==> src/wcrt_pkg.sv <==
// ----------------------------------------------------------------------------
// wcrt_pkg
// shared types and constants of the windowed change rate table
// ----------------------------------------------------------------------------
package wcrt_pkg;

  localparam int unsigned CHUNK_SLOTS = 64;
  localparam int unsigned RING_DEPTH  = 16;

  localparam int unsigned RateW  = 34;
  localparam int unsigned FrameW = 32;
  localparam int unsigned SwapW  = 16;
  localparam logic [RateW-1:0] RateMax = {RateW{1'b1}};

  typedef enum logic [1:0] {
    ActRecord = 2'd0,
    ActQuery  = 2'd1,
    ActForget = 2'd2,
    ActClear  = 2'd3
  } action_e;

  typedef enum logic [0:0] {
    RegWindow = 1'b0,
    RegThresh = 1'b1
  } reg_idx_e;

  typedef enum logic [2:0] {
    StIdle,
    StRead,
    StWalk,
    StDiv,
    StOut
  } state_e;

  // divider handshake
  typedef struct packed {
    logic        start;
    logic [39:0] num;
    logic [31:0] den;
  } div_req_t;

endpackage

==> src/wcrt_div.sv <==
// ----------------------------------------------------------------------------
// wcrt_div
// restoring divider, one quotient bit per cycle
// ----------------------------------------------------------------------------
module wcrt_div import wcrt_pkg::*; (
  input  logic        clk_i,
  input  logic        rst_ni,
  input  div_req_t    req_i,
  output logic        done_o,
  output logic [39:0] quot_o
);
  logic [39:0] q_q, q_d;
  logic [32:0] rem_q, rem_d;
  logic [31:0] den_q, den_d;
  logic [5:0]  cnt_q, cnt_d;
  logic        busy_q, busy_d, done_q, done_d;
  logic [32:0] trial;

  always_comb begin
    q_d = q_q; rem_d = rem_q; den_d = den_q; cnt_d = cnt_q;
    busy_d = busy_q; done_d = 1'b0;
    trial = {rem_q[31:0], q_q[39]};
    if (req_i.start) begin
      q_d = req_i.num; rem_d = '0; den_d = req_i.den; cnt_d = 6'd40; busy_d = 1'b1;
    end else if (busy_q) begin
      if (trial >= {1'b0, den_q}) begin
        rem_d = trial - {1'b0, den_q};
        q_d = {q_q[38:0], 1'b1};
      end else begin
        rem_d = trial;
        q_d = {q_q[38:0], 1'b0};
      end
      cnt_d = cnt_q - 6'd1;
      if (cnt_q == 6'd1) begin
        busy_d = 1'b0; done_d = 1'b1;
      end
    end
  end

  always_ff @(posedge clk_i or negedge rst_ni) begin
    if (!rst_ni) begin
      busy_q <= 1'b0; done_q <= 1'b0; cnt_q <= '0;
    end else begin
      busy_q <= busy_d; done_q <= done_d; cnt_q <= cnt_d;
    end
  end

  always_ff @(posedge clk_i) begin
    q_q <= q_d; rem_q <= rem_d; den_q <= den_d;
  end

  assign done_o = done_q;
  assign quot_o = q_q;
endmodule

==> config.mk <==
export PLATFORM = sky130hd
export DESIGN_NAME = wcrt_div
export DESIGN_NICKNAME = d
export VERILOG_FILES = /design/src/wcrt_pkg.sv /design/src/wcrt_div.sv
export SDC_FILE = /design/constraint.sdc
export NUM_CORES = 1
export LEC_CHECK = 0
export BUFFER_PORTS_ARGS = -buffer_cell sky130_fd_sc_hd__buf_4
export CORE_MARGIN = 2
export CORE_UTILIZATION = 30
export DETAILED_ROUTE_END_ITERATION = 10
export GPL_TIMING_DRIVEN = 0
export HOLD_SLACK_MARGIN = 0.05
export PLACE_DENSITY = 0.57
export SYNTH_ARGS = -nofsm -noshare
export SYNTH_HDL_FRONTEND = slang
export SYNTH_SLANG_ARGS = --single-unit
==> constraint.sdc <==
create_clock -name clk_i -period 3.4 [get_ports clk_i]
set_clock_uncertainty 0.15 [all_clocks]
set_input_delay 0.68 -clock clk_i [delete_from_list [all_inputs] [get_ports clk_i]]
set_output_delay 0.68 -clock clk_i [all_outputs]
set_load 0.005 [all_outputs]
==> results of run 1 <==
==> worst max-delay path by stage <==
stage / start / endpoint / slack (ns) / depth (start not counted)
floorplan: den_q[9] / rem_q[0] / 0.43 / 11
global placement: den_q[6] / rem_q[0] / -0.32 / 11
detailed placement: rem_q[1] / rem_q[0] / -0.34 / 10
CTS: den_q[6] / rem_q[0] / -0.05 / 11
global route: den_q[1] / rem_q[0] / -0.04 / 11
finish: rem_q[1] / rem_q[29] / 0.13 / 13
==> metal layers <==
layer,vias to the layer above,share of wire
met5,-,0
met1,2374,0.45
li1,2454,-
met4,0,0.0067
met2,143,0.46
met3,6,0.081
==> cell usage in the layout (no fill, tap or decap), types with 8 or more instances in the layout <==
cell / n
nand2b_1: 8
clkbuf_16: 11
a211oi_1: 19
nor2b_1: 8
o21ai_0: 22
nand2_1: 37
a21o_1: 10
nor2_1: 53
nand3_1: 9
dfrtp_1: 8
ha_1: 32
nor3_1: 8
mux2_2: 39
edfxtp_1: 72
mux2i_1: 22
xnor2_1: 20
buf_4: 124
xor2_1: 12
o211ai_1: 9
clkbuf_1: 12
a21oi_1: 31
inv_1: 39
dfxtp_1: 32
==> flip-flops by register name, indices dropped and copies added (netlist names) <==
register,count
busy_q,1
cnt_q,6
den_q,32
done_o,1
quot_o,40
rem_q,32
==> power groups by stage <==
stage	clock, W	sequential [W]	combinational (W)
CTS	0.00120	0.00175	0.00137
floorplan	0	0.00175	0.000960
global route	0.00124	0.00178	0.00168
global placement	0	0.00178	0.00134
detailed placement	0	0.00178	0.00135
finish	0.00116	0.00176	0.00152
==> layout make-up <==
class | count | area, µm²
multi-input combinational | 420 | 3160
tap | 275 | 344
clock inverter | 7 | 97.6
inverter | 40 | 150
sequential | 112 | 3000
buffer | 23 | 140
timing repair buffer | 127 | 1010
clock buffer | 9 | 225
fill | 2091 | 12800
==> logic make-up (layout without fill, tap and decap cells) <==
family                     after synthesis  after routing
adders and majority gates               35             35
buffers and inverters                   63            206
AOI/OAI and AO/OA                      131            131
and+or+nand+nor                        159            159
xor gates and xnor gates                32             32
muxes                                   63             63
DFF                                    112            112
==> per-stage QoR <==
step / setup TNS (ns) / power, W
floorplan: 0 / 0.00271
detailed placement: -1.13 / 0.00313
finish: 0 / 0.00444
CTS: -0.0820 / 0.00432
global route: -0.127 / 0.00470
global placement: -12.38 / 0.00312
==> timing repair <==
action | in CTS | in global routing
gates resized for setup | 2 | 22
endpoints found under the setup margin | 24 | 31
buffers inserted | 2 | 6
hold buffers | 1 | 0
hold endpoints to repair | 8 | 0
cloned | 0 | 3
pin swaps | 2 | 6
==> flow_summary.json, run 1 <==
{
  "drive_gt1_frac": 0.287,
  "synth_async_sr_flop_share": 0.0714,
  "drtPass1Iterations": 5,
  "fmax_mhz": 306,
  "clock_latency_ns": 0.36,
  "worst_path_max_delay_cell": "o211ai_1",
  "p_int_w": 0.00299,
  "cts-root-buf": "clkbuf_16",
  "synth_cells": 595,
  "path_cells": "ha_4 > o211ai_1 > a21oi_1 > o211ai_1 > o22ai_2 > nor3_4 > a211o_1 > a21oi_4 > buf_12 > buf_8 > buf_12 > o31ai_2 > a31o_2",
  "min_path_type": "input pin to flip-flop",
  "antenna_found_initial": 0,
  "die-area_um2": 22300,
  "worstSetupPathType": "flip-flop to flip-flop",
  "numCtsBuffers": 9,
  "critPathLaunchType": "flip-flop",
  "io-pin-count": 116,
  "p_sw_frac": 0.326,
  "min_from": "req_i[0]",
  "setup_ws_ns": 0.128,
  "powerDensity_nw_per_um2": 546,
  "power_frac_comb": 0.343,
  "use_met2": 0.239,
  "max-clock-path-buffers": 2,
  "synth_top_family_by_area": "compound AO/OA/AOI/OAI gates",
  "antenna_cells": 0,
  "arrival_ns": 3.43,
  "worst-endpoint-required_ns": 3.56,
  "drtIter0Drc": 362,
  "place_ws_ns": -0.345,
  "drv_cap": 0,
  "muxShareOfSynthArea": 0.107,
  "slew_viol_final": 0,
  "status": "finished clean",
  "fin_cells": 1013,
  "synthToLayoutAreaGrowth_pct": 28.3,
  "met1_usage": 0.202,
  "pwr-share-seq": 0.395,
  "synth_edf_count": 72,
  "io_buffers": 115,
  "cp_top_family": "compound AO/OA/AOI/OAI gates",
  "tightest_slew_ns": 0.887,
  "p_leak_nw": 3.37,
  "min_to": "den_q[0]",
  "cp-end-kind": "flip-flop",
  "synthXorXnorAreaFrac": 0.0442,
  "gp_congestion": 0.850,
  "die_y_um": 149,
  "fin_nets": 843,
  "max-vdd-ir-drop_mv": 0.255,
  "min_path_cells": 1,
  "synth_common_cells": "edfxtp_1 (72), nor2_1 (54), inv_1 (40), mux2_2 (39), nand2_1 (37)",
  "routed_wl_mm": 16.7,
  "synth_most_common_cell": "edfxtp_1",
  "track_usage": 0.152,
  "cts-htree-levels": 3,
  "yosys_warnings": 0,
  "ys_top_cells_by_area": "edfxtp_1 (34%), dfxtp_1 (10%), mux2_2 (6.9%)",
  "rows": 53,
  "synth_top_cell_by_area": "edfxtp_1",
  "wl_per_cell_um": 16.5,
  "r2r_cells": 13,
  "syn-num-nets": 705,
  "ys_types": 56,
  "synth_ff_type": "edfxtp_1",
  "placed_cells": 985,
  "critPathMaxFanout": 9,
  "die_x_um": 149,
  "p_switching_w": 0.00145,
  "synth_top_cell_area_share": 0.341,
  "drcViolationCount": 0,
  "vias": 4977,
  "vias_per_cell": 4.91,
  "syn-mean-instance-area_um2": 10.6,
  "grt_max_degree": 41,
  "r2r-end": "rem_q[29]",
  "ys_ff_latch": 112,
  "initial_utilization": 0.303,
  "clockPowerShare": 0.262,
  "hold_violations": 0,
  "antenna_left": 0,
  "cts_tree": "done",
  "grt_pass1_vias": 5022,
  "cp.buffers_inverters": 3,
  "period_share": 0.962,
  "hold_ws_ns": 0.339,
  "hpwl_mm": 12.0,
  "final_area_um2": 8130,
  "grt_pass1_wl_mm": 26.6,
  "fin_util": 0.389,
  "synth-compound-area-share": 0.137,
  "synth_fa_ha_area_frac": 0.0703,
  "yosys.area_share.simple": 0.125,
  "core_um2": 20900,
  "syn-cell-area_um2": 6340,
  "slew_headroom": 0.408,
  "setup_viol": 0,
  "rsz0062_at_grt": "yes",
  "use_met3": 0.0502,
  "period_minus_slack_ns": 3.27,
  "regToRegStartpoint": "rem_q[1]",
  "clock-sinks": 112,
  "overflow": 0,
  "r2r_slack_ns": 0.13,
  "top_usage_layer": "met2",
  "path_clk_slew_ns": 0.09,
  "max_stage_delay_ns": 0.52,
  "yosysSeqAreaShare": 0.474,
  "placedInstanceArea_um2": 7540
}
Power figures use the tool's default switching activity.
==> run 2, diff against run 1 <==
- clock period: 3.4 -> 3.5 ns (I/O delays scaled with it)
==> run 2 against run 1 <==
Net effect: sequential cell count is the same; global-route usage is essentially flat; cell count shrank 0.39%; setup slack gained 0.026 ns; maximum frequency shrank 2.2%; sequential power shrank 3%; first-iteration DRC count shrank 16%; largest cell class unchanged.
==> flow_summary.json, run 2 (same netlist as run 1, synthesis figures left out) <==
{
  "status": "finished clean",
  "overflow": 0,
  "p_leak_nw": 3.32,
  "antenna_left": 0,
  "r2r_cells": 13,
  "layout_common_cells": "buf_4 (126), edfxtp_1 (72), nor2_1 (54)",
  "period_minus_slack_ns": 3.35,
  "rsz0062_at_grt": "yes",
  "min_path_type": "flip-flop to flip-flop",
  "cp-end-kind": "flip-flop",
  "power_w": 0.00422,
  "die_y_um": 149,
  "p_switching_w": 0.00137,
  "grt_pass1_vias": 5012,
  "vias": 4963,
  "r2r-end": "rem_q[14]",
  "regToRegStartpoint": "den_q[17]",
  "arrival_ns": 3.41,
  "drtPass1Iterations": 4,
  "period_share": 0.956,
  "path_clk_slew_ns": 0.08,
  "min_to": "rem_q[22]",
  "setup_viol": 0,
  "drive_gt1_frac": 0.271,
  "placedInstanceArea_um2": 7540,
  "hold_violations": 0,
  "max-clock-path-buffers": 2,
  "vias_per_cell": 4.92,
  "worstSetupPathType": "flip-flop to flip-flop",
  "largest_register_ffs": 40,
  "routed_wl_mm": 16.4,
  "pwr-share-seq": 0.404,
  "powerDensity_nw_per_um2": 528,
  "slew_viol_final": 0,
  "tightest_slew_ns": 0.885,
  "clock-sinks": 112,
  "grt_pass1_wl_mm": 26.6,
  "area.sequential_um2": 3000,
  "final_area_um2": 7990,
  "track_usage": 0.151,
  "fin_nets": 839,
  "io-pin-count": 116,
  "layout_commonest_cell": "buf_4",
  "hpwl_mm": 12.0,
  "p_sw_frac": 0.326,
  "cts_tree": "done",
  "cts-htree-levels": 3,
  "slew_headroom": 0.409,
  "clock_latency_ns": 0.36,
  "worst-endpoint-required_ns": 3.57,
  "num-fill-cells": 2104,
  "initial_utilization": 0.303,
  "core_um2": 20900,
  "critPathLaunchType": "flip-flop",
  "gp_congestion": 0.850,
  "drcViolationCount": 0,
  "cts-root-buf": "clkbuf_16",
  "rows": 53,
  "multi_input_area_um2": 3110,
  "fin_util": 0.383,
  "clockPowerShare": 0.267,
  "cp-startpoint": "den_q[17]",
  "grt_max_degree": 41,
  "p_int_w": 0.00284,
  "critPathMaxFanout": 10,
  "min_from": "rem_q[22]",
  "antenna_cells": 0,
  "max-vdd-ir-drop_mv": 0.247,
  "die_x_um": 149,
  "numCtsBuffers": 9,
  "synthToLayoutAreaGrowth_pct": 26.2,
  "die-area_um2": 22300,
  "drtIter0Drc": 305,
  "antenna_found_initial": 0,
  "fmax_mhz": 299,
  "io_buffers": 115,
  "drv_cap": 0,
  "power_frac_comb": 0.329,
  "wl_per_cell_um": 16.3,
  "min_path_cells": 2,
  "r2r_slack_ns": 0.15,
  "tns_ns": 0
}
## run 2: changes by cell type in the layout (fill, tap and decap cells not counted), sizes merged
cell	before	now
clkbuf	23	21
buf	135	133
## run 2: worst max-delay path by stage
stage | to | slack (ns) | cells past startpoint
3_5_place_dp | rem_q[0] | -0.24 | 10
2_1_floorplan | rem_q[0] | 0.53 | 11
4_1_cts | rem_q[18] | 0.02 | 13
5_1_grt | rem_q[27] | -0.04 | 13
6_report | rem_q[14] | 0.15 | 13
3_3_place_gp | rem_q[0] | -0.22 | 11
## run 2: worst max-delay path, cell delays in order (launching register included)
cell and delay, ns:
edfxtp_1 0.34, inv_1 0.04, ha_1 0.26, buf_4 0.16, nand4_2 0.14, or3_1 0.41
or4_4 0.46, nor2_1 0.14, o31ai_1 0.08, nor4b_4 0.15, a21oi_4 0.28, buf_6 0.24
mux2i_1 0.25, a211oi_1 0.10
## run 2: timing repair
| item | CTS | global route |
|---|---|---|
| hold endpoints to repair | 8 | 0 |
| setup buffers | 0 | 7 |
| hold buffers | 1 | 0 |
| setup endpoints to repair | 8 | 29 |
| gates resized for setup | 2 | 9 |
| pin swaps | 0 | 3 |
## run 2: metrics by stage
step | hold slack (ns) | std cells | worst slack, ns
2_1_floorplan | 0.254 | 595 | 0.532
3_3_place_gp | 0.326 | 985 | -0.224
3_5_place_dp | 0.331 | 985 | -0.245
4_1_cts | 0.341 | 1002 | 0.0171
5_1_grt | 0.350 | 1009 | -0.0387
6_report | 0.345 | 1009 | 0.154
## run 2: final cells by class
cell class	instances	share of cell area
clock buffers	9	0.0282
repair buffers	123	0.117
clock inverters	7	0.0122
inverters	40	0.0188
well taps	275	0.0430
multi-input cells	420	0.389
plain buffers	23	0.0155
flip-flops and latches	112	0.376
## run 2: power groups by stage
stage | registers (W) | logic, W | clock network (W)
2_1_floorplan | 0.00170 | 0.000932 | 0
3_3_place_gp | 0.00173 | 0.00130 | 0
3_5_place_dp | 0.00173 | 0.00131 | 0
4_1_cts | 0.00170 | 0.00132 | 0.00116
5_1_grt | 0.00173 | 0.00154 | 0.00120
6_report | 0.00170 | 0.00139 | 0.00113
## run 2: layer usage
metal / wire length [µm] / vias up / GRT usage
met3: 1320 / 12 / 0.0502
met5: 0 / - / 0
li1: - / 2445 / -
met1: 7490 / 2369 / 0.202
met4: 148 / 0 / 0.0343
met2: 7460 / 137 / 0.238
==> run 3, diff against run 2 <==
- CORE_UTILIZATION: 30 -> 56
- PLACE_DENSITY: 0.57 -> 0.89
- clock period: 3.5 -> 3.25 ns (I/O delays scaled with it)
==> run 3 against run 2 <==
Net effect: the flow now finishes with violations (negative setup slack); sequential cell count unchanged; sequential power rose by 9%; clock power decreased by 4%.
==> flow_summary.json, run 3 (same netlist as run 1, synthesis figures left out) <==
{
  "p_leak_nw": 3.38,
  "area.sequential_um2": 3000,
  "tightest_slew_ns": 0.874,
  "drcViolationCount": 0,
  "cts-root-buf": "clkbuf_16",
  "setup_ws_ns": -0.0780,
  "period_share": 1.02,
  "largest_register_ffs": 40,
  "antenna_left": 0,
  "overflow": 0,
  "cp.buffers_inverters": 4,
  "die-area_um2": 12200,
  "use_met3": 0.0905,
  "hold_violations": 0,
  "grt_max_degree": 41,
  "top_usage_layer": "met2",
  "worst-endpoint-required_ns": 3.31,
  "antenna_cells": 0,
  "die_x_um": 110,
  "arrival_ns": 3.38,
  "critPathMaxFanout": 7,
  "drtIter0Drc": 423,
  "critPathLaunchType": "flip-flop",
  "violations": "negative setup slack",
  "numCtsBuffers": 9,
  "grt_pass1_vias": 5192,
  "setup_viol": 16,
  "hold_ws_ns": 0.308,
  "rsz0062_at_grt": "yes",
  "max_stage_delay_ns": 0.53,
  "period_minus_slack_ns": 3.33,
  "layout_common_cells": "buf_4 (133), edfxtp_1 (72), nor2_1 (53)",
  "cts-htree-levels": 3,
  "clock-sinks": 112,
  "met1_usage": 0.328,
  "min_path_type": "input pin to flip-flop",
  "vias_per_cell": 5.93,
  "cts_tree": "done",
  "drive_gt1_frac": 0.315,
  "num-fill-cells": 729,
  "core_um2": 10900,
  "min_path_cells": 1,
  "fin_nets": 852,
  "grt_pass1_wl_mm": 25.6,
  "max-clock-path-buffers": 2,
  "wl_per_cell_um": 19.0,
  "use_met2": 0.472,
  "fin_cells": 887,
  "status": "complete, but fails checks",
  "fmax_mhz": 300,
  "regToRegStartpoint": "den_q[17]",
  "synthToLayoutAreaGrowth_pct": 27.3,
  "multi_input_area_um2": 3240,
  "drv_cap": 0,
  "placed_cells": 850,
  "hpwl_mm": 11.8,
  "r2r_cells": 14,
  "r2r-end": "rem_q[4]",
  "gp_congestion": 0.907,
  "worstSetupPathType": "flip-flop to flip-flop",
  "cp_top_family": "simple AND/OR/NAND/NOR gates",
  "worst_path_max_delay_cell": "or4_4",
  "layout_commonest_cell": "buf_4",
  "track_usage": 0.281,
  "cp-end-kind": "flip-flop",
  "io_buffers": 115,
  "slew_headroom": 0.417,
  "drtPass1Iterations": 5,
  "routed_wl_mm": 16.9,
  "rows": 38,
  "io-pin-count": 116,
  "slew_viol_final": 0,
  "min_to": "den_q[14]",
  "die_y_um": 110,
  "initial_utilization": 0.579,
  "max-vdd-ir-drop_mv": 0.543,
  "powerDensity_nw_per_um2": 573,
  "antenna_found_initial": 0,
  "path_clk_slew_ns": 0.08,
  "path_cells": "inv_1 > ha_4 > buf_6 > nand4_4 > or3_4 > or4_4 > nor2_4 > o31ai_2 > nor4b_4 > a21oi_4 > buf_12 > buf_4 > mux2i_1 > a211oi_1",
  "vias": 5262,
  "r2r_slack_ns": -0.08,
  "min_from": "req_i[14]",
  "clock_latency_ns": 0.36
}
## run 3: per-layer routing
| layer | share of wire | up-vias | wire (µm) |
|---|---|---|---|
| li1 | - | 2481 | - |
| met1 | 0.38 | 2482 | 6460 |
| met2 | 0.49 | 250 | 8310 |
| met3 | 0.093 | 49 | 1580 |
| met4 | 0.032 | 0 | 541 |
| met5 | 0 | - | 0 |
## run 3: worst register-to-register path, delay by kind of cell, from the launching register on
family                     cells  cell delay, ns
DFF                            1            0.33
buffers and inverters          4            0.47
AOI/OAI and AO/OA              3            0.38
muxes                          1            0.25
and+or+nand+nor                5            1.34
adders and majority gates      1            0.26
## run 3: layout make-up
type                       count  area share
inverter                      40      0.0186
multi-input combinational    420       0.402
clock buffer                  10      0.0284
tap                          140      0.0217
sequential                   112       0.372
timing repair buffer         136       0.131
buffer                        23      0.0192
clock inverter                 6     0.00652
## run 3: worst max-delay path by stage
stage	from	to	slack [ns]	cells past startpoint
floorplan	den_q[9]	rem_q[0]	0.28	11
global placement	den_q[9]	rem_q[0]	-0.34	11
detailed placement	den_q[9]	rem_q[0]	-0.38	11
CTS	den_q[9]	rem_q[5]	0.001	13
global route	den_q[14]	rem_q[21]	-0.13	14
finish	den_q[17]	rem_q[4]	-0.08	14
## run 3: repair_timing
action	CTS	global route
endpoints found under the setup margin	31	32
hold endpoints to repair	8	0
hold buffers	1	0
gates resized for setup	12	35
pin swaps	2	12
setup buffers	5	14
gates cloned	1	0
## run 3: power by group
part	leakage (nW)	internal [W]	switching, W
combinational	2.15	0.000846	0.000852
sequential	1.09	0.00171	0.000137
clock	0.136	0.000533	0.000543
total	3.38	0.00309	0.00153
## run 3: stage by stage
stage	power (W)	instance area (µm²)	setup TNS, ns	util	setup slack [ns]
6_report	0.00462	8060	-0.453	0.737	-0.0780
3_5_place_dp	0.00327	7370	-2.66	0.674	-0.383
2_1_floorplan	0.00284	6340	0	-	0.282
5_1_grt	0.00484	8060	-2.48	0.737	-0.131
4_1_cts	0.00444	7790	0	0.713	0.00102
3_3_place_gp	0.00321	7370	-10.34	0.674	-0.339
